## src/rtl/pjce_pkg.sv

```systemverilog
// ----------------------------------------------------------------------------
// pjce_pkg: shared types and constants
// Fixed-point widths, the statistics word layout and the sequencer states.
// ----------------------------------------------------------------------------
package pjce_pkg;

   localparam int VAL_W  = 56;           // Q40.16 running values
   localparam int HALF_W = VAL_W / 2;    // multiplier operand slice
   localparam int PROD_W = 2 * VAL_W;
   localparam int STAT_W = 32;
   localparam int WORD_W = 3 * STAT_W;   // {starts, ends, edge count}
   localparam int EST_W  = 32;

   localparam logic [VAL_W-1:0] VAL_MAX = {VAL_W{1'b1}};

   localparam logic ACT_LOAD = 1'b0;
   localparam logic ACT_STEP = 1'b1;

   typedef enum logic [2:0] {
      ST_IDLE,
      ST_READ,
      ST_DIV1,
      ST_MUL1,
      ST_DIV2,
      ST_MUL2,
      ST_DONE
   } pjce_state_type;

endpackage

```

## src/rtl/pjce_mul.sv

```systemverilog
// ----------------------------------------------------------------------------
// pjce_mul: multi-cycle multiplier
// 56x56 product from four 28x28 partial products, optional right shift by
// FRAC_BITS, saturated to 56 bits.
// ----------------------------------------------------------------------------
module pjce_mul
   import pjce_pkg::*;
#(
   parameter int FRAC_BITS = 16
) (
   input  logic             clock,
   input  logic             reset,
   input  logic             start,
   input  logic [VAL_W-1:0] a,
   input  logic [VAL_W-1:0] b,
   input  logic             shr,
   output logic             done,
   output logic [VAL_W-1:0] prod
);

   logic              run_ff, run_in;
   logic [1:0]        cnt_ff, cnt_in;
   logic [VAL_W-1:0]  a_ff, a_in;
   logic [VAL_W-1:0]  b_ff, b_in;
   logic              shr_ff, shr_in;
   logic [2*HALF_W-1:0] p_ff, p_in;
   logic [1:0]        psh_ff, psh_in;
   logic              pv_ff, pv_in;
   logic              plast_ff, plast_in;
   logic [PROD_W-1:0] acc_ff, acc_in;
   logic              fin_ff, fin_in;
   logic              done_ff, done_in;
   logic [VAL_W-1:0]  prod_ff, prod_in;
   logic [HALF_W-1:0] a_half, b_half;
   logic [PROD_W-1:0] shifted;

   always_comb begin
      run_in   = run_ff;
      cnt_in   = cnt_ff;
      a_in     = a_ff;
      b_in     = b_ff;
      shr_in   = shr_ff;
      acc_in   = acc_ff;
      prod_in  = prod_ff;
      a_half   = cnt_ff[1] ? a_ff[VAL_W-1:HALF_W] : a_ff[HALF_W-1:0];
      b_half   = cnt_ff[0] ? b_ff[VAL_W-1:HALF_W] : b_ff[HALF_W-1:0];
      p_in     = a_half * b_half;
      psh_in   = 2'(cnt_ff[1]) + 2'(cnt_ff[0]);
      pv_in    = run_ff;
      plast_in = run_ff && (cnt_ff == 2'd3);
      fin_in   = pv_ff && plast_ff;
      done_in  = fin_ff;
      shifted  = shr_ff ? (acc_ff >> FRAC_BITS) : acc_ff;
      if (start) begin
         run_in = 1'b1;
         cnt_in = '0;
         a_in   = a;
         b_in   = b;
         shr_in = shr;
         acc_in = '0;
      end else begin
         if (run_ff) begin
            cnt_in = cnt_ff + 1'b1;
            if (cnt_ff == 2'd3) begin
               run_in = 1'b0;
            end
         end
         if (pv_ff) begin
            acc_in = acc_ff + (PROD_W'(p_ff) << (HALF_W * int'(psh_ff)));
         end
      end
      if (fin_ff) begin
         prod_in = (shifted[PROD_W-1:VAL_W] != '0) ? VAL_MAX : shifted[VAL_W-1:0];
      end
   end

   always_ff @(posedge clock) begin
      if (reset) begin
         run_ff   <= 1'b0;
         pv_ff    <= 1'b0;
         plast_ff <= 1'b0;
         fin_ff   <= 1'b0;
         done_ff  <= 1'b0;
      end else begin
         run_ff   <= run_in;
         pv_ff    <= pv_in;
         plast_ff <= plast_in;
         fin_ff   <= fin_in;
         done_ff  <= done_in;
      end
      cnt_ff  <= cnt_in;
      a_ff    <= a_in;
      b_ff    <= b_in;
      shr_ff  <= shr_in;
      p_ff    <= p_in;
      psh_ff  <= psh_in;
      acc_ff  <= acc_in;
      prod_ff <= prod_in;
   end

   assign done = done_ff;
   assign prod = prod_ff;

endmodule

```

## config.mk

```make
export PLATFORM = sky130hd
export DESIGN_NAME = pjce_mul
export DESIGN_NICKNAME = d
export VERILOG_FILES = /design/src/rtl/pjce_pkg.sv /design/src/rtl/pjce_mul.sv
export SDC_FILE = /design/constraint.sdc
export NUM_CORES = 2
export LEC_CHECK = 0
export BUFFER_PORTS_ARGS = -buffer_cell sky130_fd_sc_hd__buf_2
export CELL_PAD_IN_SITES_DETAIL_PLACEMENT = 1
export CELL_PAD_IN_SITES_GLOBAL_PLACEMENT = 1
export CORE_ASPECT_RATIO = 0.5
export CORE_MARGIN = 2
export CORE_UTILIZATION = 45
export DETAILED_ROUTE_END_ITERATION = 10
export PLACE_DENSITY = 0.91
export SLEW_MARGIN = 20
export SYNTH_ARGS = -nofsm -noshare
export SYNTH_HDL_FRONTEND = slang
export SYNTH_SLANG_ARGS = --single-unit
export TNS_END_PERCENT = 50
```

## constraint.sdc

```tcl
create_clock -name clock -period 8.2 [get_ports clock]
set_clock_uncertainty 0.1 [all_clocks]
set_input_delay 1.64 -clock clock [delete_from_list [all_inputs] [get_ports clock]]
set_output_delay 1.64 -clock clock [all_outputs]
set_load 0.005 [all_outputs]
```

==> metrics.md <==
| Metric | Value |
|---|---|
| Final min period | `8.083 ns` |
| Number of sinks handled by clock tree synthesis | `346` |
| Worst Setup SP | `cnt_ff[1]` |
| Initial antenna violation count | `5` |
| Slew at the pin closest to its max-slew limit | `1.052 ns` |
| Initial DRT Pass Iterations | `8` |
| H-tree depth | `2` |
| Worst reg-to-reg setup slack | `0.12 ns` |
| Top cell family by delay on the critical path | `adder cells` |
| Layout overhead on the synthesized area | `10.16%` |
| Worst Path Buf+Inv | `7` |
| Max-slew violations | `0` |
| Worst Setup Start Kind | `register` |
| Max Cap Violations | `0` |
| Number of cells produced by synthesis | `5,385` |
| CTS tree | `yes` |
| Hold Crit Depth | `2` |
| Synth Area per Inst | `8.733 um^2` |
| Max clock buf depth | `3` |
| Average detailed-routed wire length per instance | `27.00 um` |
| Most heavily used metal layer in global routing | `met2` |
| WP data arrival | `8.47 ns` |
| Global-route wire length before repair | `278,800 um` |
| Status | `complete, no violations` |
| # fillers | `12,040` |
| Final WL | `187,500 um` |
| Worst path setup slack after routing | `0.1170 ns` |
| I/O pin count | `173` |
| Post-synth EDFFs | `169` |
| Synthesis warning total | `0` |
| Final setup TNS | `0 ns` |
| Later-pin clock latency in the skew report | `0.64 ns` |
| Clock tree root driver cell | `sky130_fd_sc_hd__clkbuf_16` |
| Buffers added on ports | `172` |
| Gr ovfl total | `0` |
| Required @ worst endpoint | `8.59 ns` |
| Final net count | `6,625` |
| Worst reg2reg path startpoint | `cnt_ff[1]` |
| Num CTS Buffers | `39` |
| CP max stage delay | `0.58 ns` |
| Post-CTS clock slew at the launch and capture registers of the worst setup and hold paths | `0.06 ns` |
| HP Class | `reg -> reg` |
| Via count of the first global-routing pass | `44,510` |
| Cell area after synthesis | `0.04703 mm^2` |
| Slowest stage cell, crit path | `sky130_fd_sc_hd__fa_1` |
| Met3 Use GR | `0.07963` |
| Path type of the worst setup path | `reg -> reg` |
| Die ar. | `0.1073 mm^2` |
| Synth cell types | `81` |
| CP Capture Type | `register` |
| Vias/cell | `5.964` |
| Proportion of synthesized flip-flops having asynchronous set or reset | `0` |
| RR Endpoint | `p_ff[54]` |
| Overall Global Routing Usage | `0.3484` |
| Die Height | `232.6 um` |
| Worst hold slack after final layout | `0.3151 ns` |
| Overall die width | `461.2 um` |
| Via total after detailed routing | `41,410` |
| Count of unresolved DRC violations after routing | `0` |
| Largest net degree at the start of global routing | `82` |
| Layout cells sized above 1 | `0.09966` |
| Core region area | `0.1031 mm^2` |
| Share of the core filled with cells in the final layout | `0.5023` |
| Number of nets in the synthesized netlist | `6,501` |
| Sequential-to-total area share from yosys stat | `0.1833` |
| Portion of the clock cycle consumed by the worst path in the final layout | `0.9857` |
| # setup viols final | `0` |
| Grt met1 use | `0.4531` |
| Met2 Track Usage GR | `0.5554` |
| End point of the critical path | `p_ff[54]` |
| Hold Buf Count CTS | `0` |
| Global placer's final weighted congestion | `1.011` |
| Tightest slew margin relative to the limit | `0.2987` |
| Starting Density | `0.4560` |
| Total of flip-flops plus latches after synthesis | `346` |
| Logic depth of the worst setup path including buffers | `27` |
| Drt first-iter violations | `3,789` |
| Critical Path Fanout Max | `13` |
| Number of cell instances on the worst register-to-register path | `27` |
| Max Clk Rate | `0.1237 GHz` |
| Leading cell types in the layout, fill and taps excluded | `818 x sky130_fd_sc_hd__inv_1, 679 x sky130_fd_sc_hd__nand2_1, 674 x sky130_fd_sc_hd__fa_1` |
| Total half-perimeter wirelength after legalization and detailed placement | `151,700 um` |
| Standard-cell rows | `83` |
| Most common cell after layout, fill and taps aside | `sky130_fd_sc_hd__inv_1` |
| Count of antenna-violating nets left after detailed routing | `0` |
| Most instantiated flip-flop cell in the synthesis netlist | `sky130_fd_sc_hd__dfxtp_1` |
| Most frequent cell on the critical path | `sky130_fd_sc_hd__fa_1` |
| Launch instance of the worst min-delay path | `plast_ff` |
| Placement Setup Slack | `-0.03170 ns` |
| Final hold viol count | `0` |
==> worst register-to-register path: cells and delay by family, from the launching register on <==
family / cells / cell delay (ns)
XOR/XNOR: 1 / 0.12
multiplexers: 1 / 0.34
flip-flops: 1 / 0.47
adder cells (fa/ha/maj): 8 / 3.97
AND/OR/NAND/NOR: 4 / 0.72
AO/OA/AOI/OAI: 6 / 1.38
buffers and inverters: 7 / 0.87
==> Yosys cell counts, types with 22 or more instances <==
cell,count,area [um^2]
sky130_fd_sc_hd__nor3_1,30,150.1
sky130_fd_sc_hd__ha_1,325,4066
sky130_fd_sc_hd__fa_1,675,13510
sky130_fd_sc_hd__o21a_1,27,202.7
sky130_fd_sc_hd__mux2_2,76,855.8
sky130_fd_sc_hd__clkbuf_1,239,897.1
sky130_fd_sc_hd__mux2i_1,213,2132
sky130_fd_sc_hd__o21ai_0,195,975.9
sky130_fd_sc_hd__a211oi_1,41,307.8
sky130_fd_sc_hd__nand4_1,59,369.1
sky130_fd_sc_hd__o21bai_1,30,225.2
sky130_fd_sc_hd__a22o_1,22,192.7
sky130_fd_sc_hd__nand3_1,43,215.2
sky130_fd_sc_hd__o22ai_1,39,244.0
sky130_fd_sc_hd__inv_1,818,3070
sky130_fd_sc_hd__nor2_1,661,2481
sky130_fd_sc_hd__a31oi_1,25,156.4
sky130_fd_sc_hd__xor2_1,64,560.5
sky130_fd_sc_hd__xnor2_1,90,788.3
sky130_fd_sc_hd__and2_1,26,162.7
sky130_fd_sc_hd__a21o_1,81,608.1
sky130_fd_sc_hd__nand2_1,679,2549
sky130_fd_sc_hd__a21oi_1,290,1451
sky130_fd_sc_hd__dfxtp_1,177,3543
sky130_fd_sc_hd__nor2b_1,50,312.8
sky130_fd_sc_hd__edfxtp_1,169,5075
==> kinds of logic after synthesis <==
kind of cell / synth area share
compound gates: 0.1137
xor+xnor: 0.02868
fa+ha+maj: 0.3738
buf+inv: 0.08626
flops: 0.1833
mux: 0.06761
simple gates: 0.1467
==> what timing repair did <==
item                       in CTS  in global routing
setup endpoints to repair       2                 12
cloned                          0                  2
resized for setup               1                 31
pin swaps                       0                  1
setup buffers                   0                  8
==> worst min path at each step <==
stage                     endpoint  slack [ns]
after floorplan            done_in        0.30
after global placement     done_in        0.31
after detailed placement   done_in        0.31
after CTS                  done_in        0.32
after global routing       done_in        0.34
final                      done_in        0.32
==> final cells by class <==
cell class / count / area (um^2) / area share
repair buffers: 341 / 2564 / 0.04949
inverters: 820 / 3078 / 0.05942
clock buffers: 48 / 1010 / 0.01949
diodes: 3 / 7.507 / 0.0001449
flip-flops and latches: 346 / 8635 / 0.1667
well taps: 1402 / 1754 / 0.03386
clock inverters: 23 / 212.7 / 0.004106
multi-input cells: 3961 / 34540 / 0.6668
==> routing by layer <==
| layer | wire length [um] | part of all wire |
|---|---|---|
| met1 | 75680 | 0.40 |
| met2 | 82870 | 0.44 |
| met3 | 18540 | 0.099 |
| met4 | 10350 | 0.055 |
| met5 | 44 | 0.00023 |
==> sequential cells by signal, indices dropped and copies added (netlist names) <==
name	flops
a_ff	56
acc_ff	112
b_ff	56
cnt_ff	2
done	1
done_in	1
p_ff	56
plast_ff	1
prod	56
psh_ff	2
pv_ff	1
pv_in	1
shr_ff	1
==> per-stage QoR <==
stage,instance area [um^2],std cells
after floorplan,47030,5385
after global placement,50310,6860
after detailed placement,50310,6860
after CTS,51540,6931
after global routing,51790,6941
final,51800,6944
Power is not shown: default switching activity piles up to over one toggle a cycle in this logic, so the estimate is an artifact.
