### src/rtl/pjce_pkg.sv
// ----------------------------------------------------------------------------
// pjce_pkg: shared types and constants
// Fixed-point widths, the statistics word layout and the sequencer states.
// ----------------------------------------------------------------------------
package pjce_pkg;

   localparam int VAL_W  = 56;           // Q40.16 running values
   localparam int HALF_W = VAL_W / 2;    // multiplier operand slice
   localparam int PROD_W = 2 * VAL_W;
   localparam int STAT_W = 32;
   localparam int WORD_W = 3 * STAT_W;   // {starts, ends, edge count}
   localparam int EST_W  = 32;

   localparam logic [VAL_W-1:0] VAL_MAX = {VAL_W{1'b1}};

   localparam logic ACT_LOAD = 1'b0;
   localparam logic ACT_STEP = 1'b1;

   typedef enum logic [2:0] {
      ST_IDLE,
      ST_READ,
      ST_DIV1,
      ST_MUL1,
      ST_DIV2,
      ST_MUL2,
      ST_DONE
   } pjce_state_type;

endpackage

### src/rtl/pjce_div.sv
// ----------------------------------------------------------------------------
// pjce_div: serial fixed-point divider
// Computes (num << FRAC_BITS) / den one quotient bit per cycle, saturated; a zero den gives zero.
// ----------------------------------------------------------------------------
module pjce_div
   import pjce_pkg::*;
#(
   parameter int FRAC_BITS = 16
) (
   input  logic             clock,
   input  logic             reset,
   input  logic             start,
   input  logic [VAL_W-1:0] num,
   input  logic [VAL_W-1:0] den,
   output logic             done,
   output logic [VAL_W-1:0] quot
);

   localparam int QW = VAL_W + FRAC_BITS;
   localparam int CW = $clog2(QW + 1);

   logic             run_ff, run_in;
   logic             done_ff, done_in;
   logic [CW-1:0]    cnt_ff, cnt_in;
   logic [QW-1:0]    sh_ff, sh_in;
   logic [QW-1:0]    q_ff, q_in;
   logic [VAL_W-1:0] rem_ff, rem_in;
   logic [VAL_W-1:0] den_ff, den_in;
   logic [VAL_W-1:0] quot_ff, quot_in;
   logic [VAL_W:0]   rem_sh;
   logic [VAL_W:0]   diff;
   logic             ge;

   always_comb begin
      run_in  = run_ff;
      done_in = 1'b0;
      cnt_in  = cnt_ff;
      sh_in   = sh_ff;
      q_in    = q_ff;
      rem_in  = rem_ff;
      den_in  = den_ff;
      quot_in = quot_ff;
      rem_sh  = {rem_ff, sh_ff[QW-1]};
      diff    = rem_sh - {1'b0, den_ff};
      ge      = (rem_sh >= {1'b0, den_ff});
      if (start) begin
         run_in = 1'b1;
         cnt_in = CW'(QW);
         sh_in  = QW'(num) << FRAC_BITS;
         q_in   = '0;
         rem_in = '0;
         den_in = den;
      end else if (run_ff) begin
         // shift in the next dividend bit, subtract when it fits
         sh_in  = sh_ff << 1;
         q_in   = {q_ff[QW-2:0], ge};
         rem_in = ge ? diff[VAL_W-1:0] : rem_sh[VAL_W-1:0];
         cnt_in = cnt_ff - 1'b1;
         if (cnt_ff == CW'(1)) begin
            run_in = 1'b0;
            done_in = 1'b1;
         end
      end
      if (done_ff) begin
         if (den_ff == '0) begin
            quot_in = '0;
         end else if ((q_ff >> VAL_W) != '0) begin
            quot_in = VAL_MAX;
         end else begin
            quot_in = q_ff[VAL_W-1:0];
         end
      end
   end

   logic out_ff;

   always_ff @(posedge clock) begin
      if (reset) begin
         run_ff  <= 1'b0;
         done_ff <= 1'b0;
         out_ff  <= 1'b0;
      end else begin
         run_ff  <= run_in;
         done_ff <= done_in;
         out_ff  <= done_ff;
      end
      cnt_ff  <= cnt_in;
      sh_ff   <= sh_in;
      q_ff    <= q_in;
      rem_ff  <= rem_in;
      den_ff  <= den_in;
      quot_ff <= quot_in;
   end

   assign done = out_ff;
   assign quot = quot_ff;

endmodule

### config.mk
export PLATFORM = sky130hd
export DESIGN_NAME = pjce_div
export DESIGN_NICKNAME = d
export VERILOG_FILES = /design/src/rtl/pjce_pkg.sv /design/src/rtl/pjce_div.sv
export SDC_FILE = /design/constraint.sdc
export NUM_CORES = 1
export LEC_CHECK = 0
export BUFFER_PORTS_ARGS = -buffer_cell sky130_fd_sc_hd__buf_2
export CAP_MARGIN = 20
export CORE_MARGIN = 4
export CORE_UTILIZATION = 50
export DETAILED_ROUTE_END_ITERATION = 8
export PLACE_DENSITY = 0.69
export SETUP_SLACK_MARGIN = 0.4
export SYNTH_ARGS = -nofsm -noshare
export SYNTH_HDL_FRONTEND = slang
export SYNTH_SLANG_ARGS = --single-unit
### constraint.sdc
create_clock -name clock -period 4.2 [get_ports clock]
set_clock_uncertainty 0.15 [all_clocks]
set_input_delay 0.42 -clock clock [delete_from_list [all_inputs] [get_ports clock]]
set_output_delay 0.42 -clock clock [all_outputs]
set_load 0.02 [all_outputs]
==> results of run 1 <==
## routing by layer
| metal | global-route usage, % | wire length, um | vias to the layer above |
|---|---|---|---|
| met5 | 0 | 0 | - |
| met4 | 5.870 | 832 | 0 |
| met3 | 3.245 | 1888 | 64 |
| met2 | 35.23 | 17330 | 308 |
| met1 | 26.13 | 15360 | 5649 |
| li1 | - | - | 5904 |
## worst paths after layout
| check | cells past startpoint | slack [ns] | endpoint |
|---|---|---|---|
| worst min-delay path | 2 | 0.06 | sh_ff[68]$_DFFE_PP_ |
| worst max register to register | 11 | 0.67 | rem_ff[35]$_SDFFE_PP0P_ |
| worst min register to register | 2 | 0.34 | cnt_ff[6]$_SDFFE_PP1P_ |
| worst max-delay path | 11 | 0.67 | rem_ff[35]$_SDFFE_PP0P_ |
## synth_stat cells, drive strengths merged, types with 14 or more instances
library cell,instances,area [sq um]
a21o,31,232.7
a21oi,69,349.1
a311oi,45,400.4
and3,18,112.6
buf,33,185.2
clkbuf,56,212.7
dfxtp,138,2763
edfxtp,168,5045
ha,58,725.7
inv,72,270.3
mux2,58,653.1
mux2i,73,730.7
nand2,147,554.3
nand3,17,85.08
nand4,21,131.4
nor2,274,1036
nor3,14,70.07
nor4,23,150.1
o21ai,41,209.0
xnor2,33,289.0
xor2,17,148.9
## critical path, cell delays in order, from the launching register on
cell and delay [ns]:
edfxtp_1 0.35, inv_1 0.05, ha_1 0.48, nand4_1 0.21
nor4_2 0.43, nand2_1 0.15, o31ai_4 0.34, nor2_1 0.10
a21oi_2 0.23, nand2_4 0.24, or3b_1 0.43, a311oi_1 0.26
## registers in the layout, summed over array words and instances, names as in the netlist
name and cells:
den_ff 56, rem_ff 56, q_ff 72, done 1, cnt_ff 7, sh_ff 56, done_ff 1, run_ff 1
quot 56
## cell families after synthesis
group	count (synthesis)	synth area share, %
flip-flops	306	50.65
XOR/XNOR	50	2.841
adder cells (fa/ha/maj)	59	4.838
AO/OA/AOI/OAI	274	12.48
multiplexers	131	8.978
buffers and inverters	161	4.335
AND/OR/NAND/NOR	558	15.87
## through the flow
step	cell area, sq um	total power [mW]	utilization (%)
3_3_place_gp	16530	4.501	54.17
3_5_place_dp	16530	4.521	54.17
5_1_grt	18230	7.731	59.74
4_1_cts	18190	7.448	59.61
6_report	18230	7.389	59.74
2_1_floorplan	15410	4.248	-
## layout make-up
| class | count | area (sq um) |
|---|---|---|
| clock buffer | 41 | 907.1 |
| multi-input combinational | 1072 | 6963 |
| tap | 396 | 495.5 |
| inverter | 72 | 270.3 |
| sequential | 306 | 7812 |
| timing repair buffer | 244 | 1597 |
| clock inverter | 20 | 182.7 |
| fill | 2619 | 12280 |
## what timing repair did
action                                  in CTS  in global routing
hold buffers                                57                  0
setup buffers                                0                  0
gates resized for setup                      0                  5
hold endpoints to repair                    57                  0
endpoints found under the setup margin       0                 31
## power groups by stage
stage / Combinational [mW] / Clock (mW) / Sequential, mW
final: 1.10 / 2.87 / 3.41
after floorplan: 0.810 / 0 / 3.44
after detailed placement: 1.04 / 0 / 3.48
after CTS: 1.09 / 2.94 / 3.41
after global placement: 1.03 / 0 / 3.47
after global routing: 1.22 / 3.08 / 3.43
==> results.json, run 1 <==
{
  "status": "finished clean",
  "p_int_mw": 5.473,
  "sequentialPowerShare_pct": 46.2,
  "cp-start-kind": "register",
  "die-area_sq_um": 33700,
  "gp_congestion": 0.9364,
  "hold_path_class": "input port to register",
  "syn_area_sq_um": 15410,
  "end_kind": "register",
  "finalHoldViolCount": 0,
  "setup_viol": 0,
  "grt_antenna_before_repair": 0,
  "drt_iter0_markers": 938,
  "p_switching_mw": 1.916,
  "htree_levels": 2,
  "path_class": "register to register",
  "grt_max_degree": 155,
  "grtUsageTotal_pct": 20.23,
  "syn_nets": 1713,
  "yosysSeqAreaShare_pct": 50.65,
  "clock_sinks": 306,
  "core_area_sq_um": 30510,
  "worst_slack_ns": 0.6743,
  "synth_edf_count": 168,
  "worstReg2RegStart": "den_ff[39]$_DFFE_PP_",
  "area_delta_synth_final_pct": 18.26,
  "overflow": 0,
  "ys_ff_latch": 306,
  "slew_headroom_pct": 33.15,
  "vias": 11930,
  "crit_start": "den_ff[39]$_DFFE_PP_",
  "dp_slack_ns": 0.5805,
  "finalSetupTns_ns": 0,
  "synth_flop_cell": "edfxtp_1",
  "yosys_warnings": 0,
  "power_leakage_nw": 7.499,
  "first_pass_iters": 7,
  "cts_tree": "built",
  "drv_slew": 0,
  "final_cell_mix": "273 x nor2_1, 170 x buf_2, 168 x edfxtp_1, 145 x nand2_1, 136 x dfxtp_1",
  "clk-insertion-delay-late_ns": 0.52,
  "port_buffers": 171,
  "fin_hold_ws_ns": 0.05964,
  "cts_root_buf": "clkbuf_16",
  "routed_via_density": 5.544,
  "clk_pin_slew_ns": 0.06,
  "synth.avg_cell_area_sq_um": 10.02,
  "cap_violations": 0,
  "drcViolationCount": 0,
  "die_y_um": 183.6,
  "num_io_pins": 172,
  "ant_nets": 0,
  "fin_crit_ns": 3.526,
  "first_global_vias": 11580,
  "worst_pin_slew_ns": 0.9936,
  "post-route-period-util_pct": 83.95,
  "dp_hpwl_mm": 24.39,
  "drt_wl_total_mm": 35.41,
  "cp.arrival_ns": 3.80,
  "synth_cells": 1539,
  "critPathRequiredTime_ns": 4.47,
  "p_sw_share_pct": 25.93,
  "final_common_cell": "nor2_1",
  "ir_drop_v": 0.0003149,
  "clk_path_buf_depth": 3,
  "synth_cell_type_count": 73,
  "n_antenna_cell": 0,
  "final_nets": 1904,
  "power_density_nw_per_um2": 405.4,
  "rsz0062_at_grt": "false",
  "worstPathMaxFanout": 23,
  "drive_gt1_share_pct": 18.23,
  "stdcell_count": 2151,
  "numCtsBuffers": 34,
  "grt_pass1_wl_mm": 56.94,
  "worstHoldStart": "num[52]",
  "dp.cells": 2032,
  "post_drt_wl_per_cell_um": 16.46,
  "clkPwrFrac_pct": 38.9,
  "rows": 64,
  "fp.dieW_um": 183.6,
  "async_reset_ff_share_pct": 0,
  "fmax_mhz": 283.6,
  "p_comb_share_pct": 14.9,
  "initial_core_util_pct": 50.52
}
Power figures use the tool's default switching activity.
==> run 2, diff against run 1 <==
==> constraint.sdc (replaced) <==
create_clock -name clock -period 3.6 [get_ports clock]
set_clock_uncertainty 0.15 [all_clocks]
set_input_delay 0.36 -clock clock [delete_from_list [all_inputs] [get_ports clock]]
set_output_delay 0.36 -clock clock [all_outputs]
set_load 0.02 [all_outputs]
==> run 2 against run 1 <==
  * Die area unchanged
  * Combinational power up 49%
  * Total power up 21%
  * Via count rose by 3.4%
  * Critical endpoint is now rem_ff[41]$_SDFFE_PP0P_
==> results.json, run 2 (synthesis results as in run 1) <==
{
  "worstPathMaxFanout": 6,
  "largest_reg_flops": 72,
  "clk_path_buf_depth": 3,
  "top_usage_layer": "met2",
  "met1_usage_pct": 28.76,
  "met3_usage_pct": 3.008,
  "p_comb_share_pct": 18.4,
  "path_class": "register to register",
  "vias": 12330,
  "gp_congestion": 0.8830,
  "fp.dieW_um": 183.6,
  "die-area_sq_um": 33700,
  "end_kind": "register",
  "stdcell_count": 2248,
  "status": "finished clean",
  "drcViolationCount": 0,
  "final_area_sq_um": 19940,
  "p_int_mw": 6.560,
  "grt_pass1_wl_mm": 61.04,
  "rsz0062_at_grt": "true",
  "worst_pin_slew_ns": 0.9017,
  "fillers": 2385,
  "finalHoldViolCount": 0,
  "sequentialPowerShare_pct": 44.8,
  "power_leakage_nw": 8.041,
  "htree_levels": 2,
  "cp_num_buf_inv": 2,
  "clk_pin_slew_ns": 0.06,
  "port_buffers": 171,
  "final_nets": 2000,
  "cp_top_family": "simple AND/OR/NAND/NOR gates",
  "cpPeakStageDelay_ns": 0.38,
  "cp-start-kind": "register",
  "fmax_mhz": 313.9,
  "utilization_pct": 65.36,
  "drive_gt1_share_pct": 26.46,
  "drt_wl_total_mm": 38.50,
  "final_cell_mix": "272 x nor2_1, 170 x buf_2, 168 x edfxtp_1, 136 x dfxtp_1, 134 x nand2_1",
  "dp.cells": 2056,
  "die_y_um": 183.6,
  "clk-insertion-delay-late_ns": 0.52,
  "cts_root_buf": "clkbuf_16",
  "power_density_nw_per_um2": 447.4,
  "n_antenna_cell": 0,
  "numCtsBuffers": 34,
  "place_area_sq_um": 16760,
  "grtUsageTotal_pct": 21.91,
  "ant_nets": 0,
  "final_common_cell": "nor2_1",
  "dp_hpwl_mm": 25.30,
  "top_register": "q_ff",
  "p_switching_mw": 2.362,
  "first_pass_iters": 5,
  "post-route-period-util_pct": 88.48,
  "clock_sinks": 306,
  "grt_max_degree": 127,
  "crit_chain": "inv_1 -> ha_1 -> and3_1 -> and2_4 -> nand3b_1 -> or3_4 -> o2111a_2 -> o21ai_4 -> buf_12 -> nand2_8 -> or3b_1 -> a311oi_1",
  "cp.arrival_ns": 3.45,
  "overflow": 0,
  "rows": 64,
  "ir_drop_v": 0.0003581,
  "first_global_vias": 12030,
  "num_io_pins": 172,
  "core_area_sq_um": 30510,
  "post_drt_wl_per_cell_um": 17.13,
  "initial_core_util_pct": 50.52,
  "p_sw_share_pct": 26.48,
  "setup_viol": 0,
  "critPathRequiredTime_ns": 3.87,
  "grt_antenna_before_repair": 0,
  "slew_headroom_pct": 39.88,
  "routed_via_density": 5.485,
  "cap_violations": 0,
  "drt_iter0_markers": 866,
  "clkPwrFrac_pct": 36.8,
  "use_met2_pct": 37.64,
  "fin_crit_ns": 3.185,
  "cts_tree": "built",
  "area_delta_synth_final_pct": 29.37,
  "drv_slew": 0,
  "cp_slowest_cell": "or3b_1",
  "hold_path_class": "input port to register"
}
run 2: metal layers:
layer / wire, um / up-vias
li1: - / 6086
met1: 16340 / 5862
met2: 19140 / 299
met3: 1854 / 83
met4: 1164 / 0
met5: 0 / -
run 2: power groups by stage:
stage	Clock, mW	Sequential [mW]	Combinational (mW)
floorplan	0	4.01	0.945
global placement	0	4.05	1.26
detailed placement	0	4.05	1.27
CTS	3.36	3.99	1.49
global route	3.52	4.01	1.79
finish	3.29	4.00	1.64
run 2: worst paths after layout:
path	startpoint	end	slack (ns)	depth (start not counted)
max	den_ff[25]$_DFFE_PP_	rem_ff[41]$_SDFFE_PP0P_	0.41	12
min	num[17]	sh_ff[33]$_DFFE_PP_	0.02	2
max reg2reg	den_ff[25]$_DFFE_PP_	rem_ff[41]$_SDFFE_PP0P_	0.41	12
min reg2reg	cnt_ff[6]$_SDFFE_PP1P_	cnt_ff[6]$_SDFFE_PP1P_	0.34	2
run 2: per-stage QoR:
step	setup WS (ns)	total power, mW	TNS (ns)	hold slack (ns)
6_report	0.4147	8.922	0	0.01743
5_1_grt	0.2620	9.322	0	0.005247
4_1_cts	0.3567	8.836	0	0.0006735
3_5_place_dp	-0.03543	5.325	-0.03543	0.3248
3_3_place_gp	0.04925	5.304	0	0.3132
2_1_floorplan	0.5790	4.956	0	0.2816
run 2: timing repair:
item                       CTS  global route
cloned                       2             0
hold endpoints to repair    92             0
pin swaps                   26            52
hold buffers                90             0
setup endpoints to repair   57            57
buffers inserted            20            18
resized for setup           69           103
run 2: final cells by class:
cell class / count / area, sq um / area share (%)
Sequential cell: 306 / 7812 / 39.18
Clock inverter: 13 / 105.1 / 0.5271
Multi-Input combinational cell: 1073 / 7780 / 39.02
Tap cell: 396 / 495.5 / 2.485
Inverter: 72 / 270.3 / 1.355
Timing Repair Buffer: 339 / 2529 / 12.68
Clock buffer: 49 / 948.4 / 4.756
==> run 3, diff against run 2 <==
--- a/config.mk
+++ b/config.mk
@@ -9,9 +9,11 @@
 export CAP_MARGIN = 20
 export CORE_MARGIN = 4
 export CORE_UTILIZATION = 50
+export CTS_BUF_LIST = sky130_fd_sc_hd__clkbuf_8
 export DETAILED_ROUTE_END_ITERATION = 8
 export PLACE_DENSITY = 0.69
 export SETUP_SLACK_MARGIN = 0.4
+export SLEW_MARGIN = 20
 export SYNTH_ARGS = -nofsm -noshare
 export SYNTH_HDL_FRONTEND = slang
 export SYNTH_SLANG_ARGS = --single-unit
==> run 3 against run 2 <==
  * Wire length rose by 4.6%
  * Final area rose by 1.7%
  * Utilization is 1.1 points higher
  * Register-to-register slack got worse by 0.12 ns
  * Non-clock buffer count up 30
  * Worst hold slack improved by 0.080 ns
  * Sequential share of layout area shrank 0.65 points
  * Total power down 1.1%
  * First-iteration DRC count is 6.1% lower
  * Critical path type unchanged
  * Highest routed layer unchanged
==> results.json, run 3 (synthesis results as in run 1) <==
{
  "setup_viol": 0,
  "ant_nets": 0,
  "grt_max_degree": 127,
  "num_io_pins": 172,
  "numCtsBuffers": 50,
  "worstReg2RegStart": "den_ff[25]$_DFFE_PP_",
  "path_class": "register to register",
  "top_register": "q_ff",
  "initial_core_util_pct": 50.52,
  "die_y_um": 183.6,
  "clock_sinks": 306,
  "hold_path_class": "input port to register",
  "post_drt_wl_per_cell_um": 17.44,
  "largest_reg_flops": 72,
  "post-route-period-util_pct": 91.87,
  "clk_path_buf_depth": 3,
  "grtUsageTotal_pct": 22.63,
  "cts_root_buf": "clkbuf_8",
  "ir_drop_v": 0.0002795,
  "gp_congestion": 0.8830,
  "grt_pass1_wl_mm": 62.89,
  "worstPathMaxFanout": 7,
  "worstHoldStart": "start",
  "overflow": 0,
  "power_density_nw_per_um2": 435.2,
  "routed_via_density": 5.462,
  "cp-start-kind": "register",
  "total_power_mw": 8.825,
  "first_pass_iters": 5,
  "clk_pin_slew_ns": 0.06,
  "rows": 64,
  "n_antenna_cell": 0,
  "critPathRequiredTime_ns": 3.94,
  "die-area_sq_um": 33700,
  "status": "finished clean",
  "cap_violations": 0,
  "drt_wl_total_mm": 40.28,
  "drive_gt1_share_pct": 28.12,
  "cts_tree": "built",
  "port_buffers": 171,
  "vias": 12610,
  "rsz0062_at_grt": "true",
  "fillers": 2361,
  "slew_headroom_pct": 38.58,
  "fp.dieW_um": 183.6,
  "fmax_mhz": 302.4,
  "worst_pin_slew_ns": 0.9213,
  "end_kind": "register",
  "drt_iter0_markers": 813,
  "crit_start": "den_ff[25]$_DFFE_PP_",
  "fin_crit_ns": 3.307,
  "power_leakage_nw": 8.263,
  "cp.arrival_ns": 3.64,
  "final_nets": 2046,
  "core_area_sq_um": 30510,
  "area_delta_synth_final_pct": 31.56,
  "drv_slew": 0,
  "finalSetupTns_ns": 0,
  "first_global_vias": 12410,
  "htree_levels": 2,
  "final_common_cell": "nor2_1",
  "final_cell_mix": "271 x nor2_1, 170 x buf_2, 168 x edfxtp_1, 136 x dfxtp_1, 122 x nand2_1",
  "drcViolationCount": 0,
  "dp_hpwl_mm": 25.30,
  "clk-insertion-delay-late_ns": 0.59,
  "r2r_slack_ns": 0.29,
  "finalHoldViolCount": 0,
  "grt_antenna_before_repair": 0
}
-- run 3: path summary, 6_finish.rpt --
check / end / cells after the start
setup / recovery: rem_ff[27]$_SDFFE_PP0P_ / 13
setup reg to reg: rem_ff[27]$_SDFFE_PP0P_ / 13
hold reg to reg: cnt_ff[6]$_SDFFE_PP1P_ / 2
hold / removal: rem_ff[54]$_SDFFE_PP0P_ / 2
-- run 3: metal layers --
metal  vias up  part of all wire [%]  global-route usage (%)
met5         -                     0                       0
met4         0                   3.1                   7.539
met3        88                   4.5                   3.423
met2       327                    50                   39.08
met1      6001                    42                   29.23
li1       6196                     -                       -
-- run 3: where the power goes --
group / internal (mW) / switching [mW]
clock: 1.72 / 1.43
sequential: 3.87 / 0.126
combinational: 0.782 / 0.902
-- run 3: final cells by class --
cell class	count	area, sq um	share of cell area [%]
Multi-Input combinational cell	1073	7826	38.59
Sequential cell	306	7812	38.53
Timing Repair Buffer	369	2828	13.94
Clock buffer	55	757.0	3.733
Tap cell	396	495.5	2.443
Clock inverter	38	289.0	1.425
Inverter	72	270.3	1.333
-- run 3: critical path, cell delays in order (launching register included) --
cell	delay [ns]
edfxtp_1	0.40
inv_2	0.09
ha_4	0.27
and3_4	0.18
and2_4	0.15
nand3b_1	0.16
or3_4	0.37
o2111a_2	0.30
o21ai_4	0.26
and2_4	0.29
buf_6	0.14
buf_16	0.13
nand2_2	0.06
a311oi_2	0.26
-- run 3: per-stage QoR --
step	hold WS (ns)	utilization, %	std cells	setup WS [ns]	instance area (sq um)
after detailed placement	0.3248	54.93	2056	-0.03543	16760
after CTS	0.07044	63.86	2286	0.3736	19480
final	0.09793	66.47	2309	0.2928	20280
after global routing	0.09302	66.47	2309	0.1946	20280
after floorplan	0.2816	-	1539	0.5790	15410
after global placement	0.3132	54.93	2056	0.04925	16760
-- run 3: repair_timing --
item                                    in CTS  in global routing
endpoints found under the setup margin      57                 57
gates cloned                                 3                  2
pin swaps                                   31                 73
endpoints found under the hold margin      115                  0
buffers inserted                            21                 21
resized for setup                           63                119
hold buffers                               113                  0
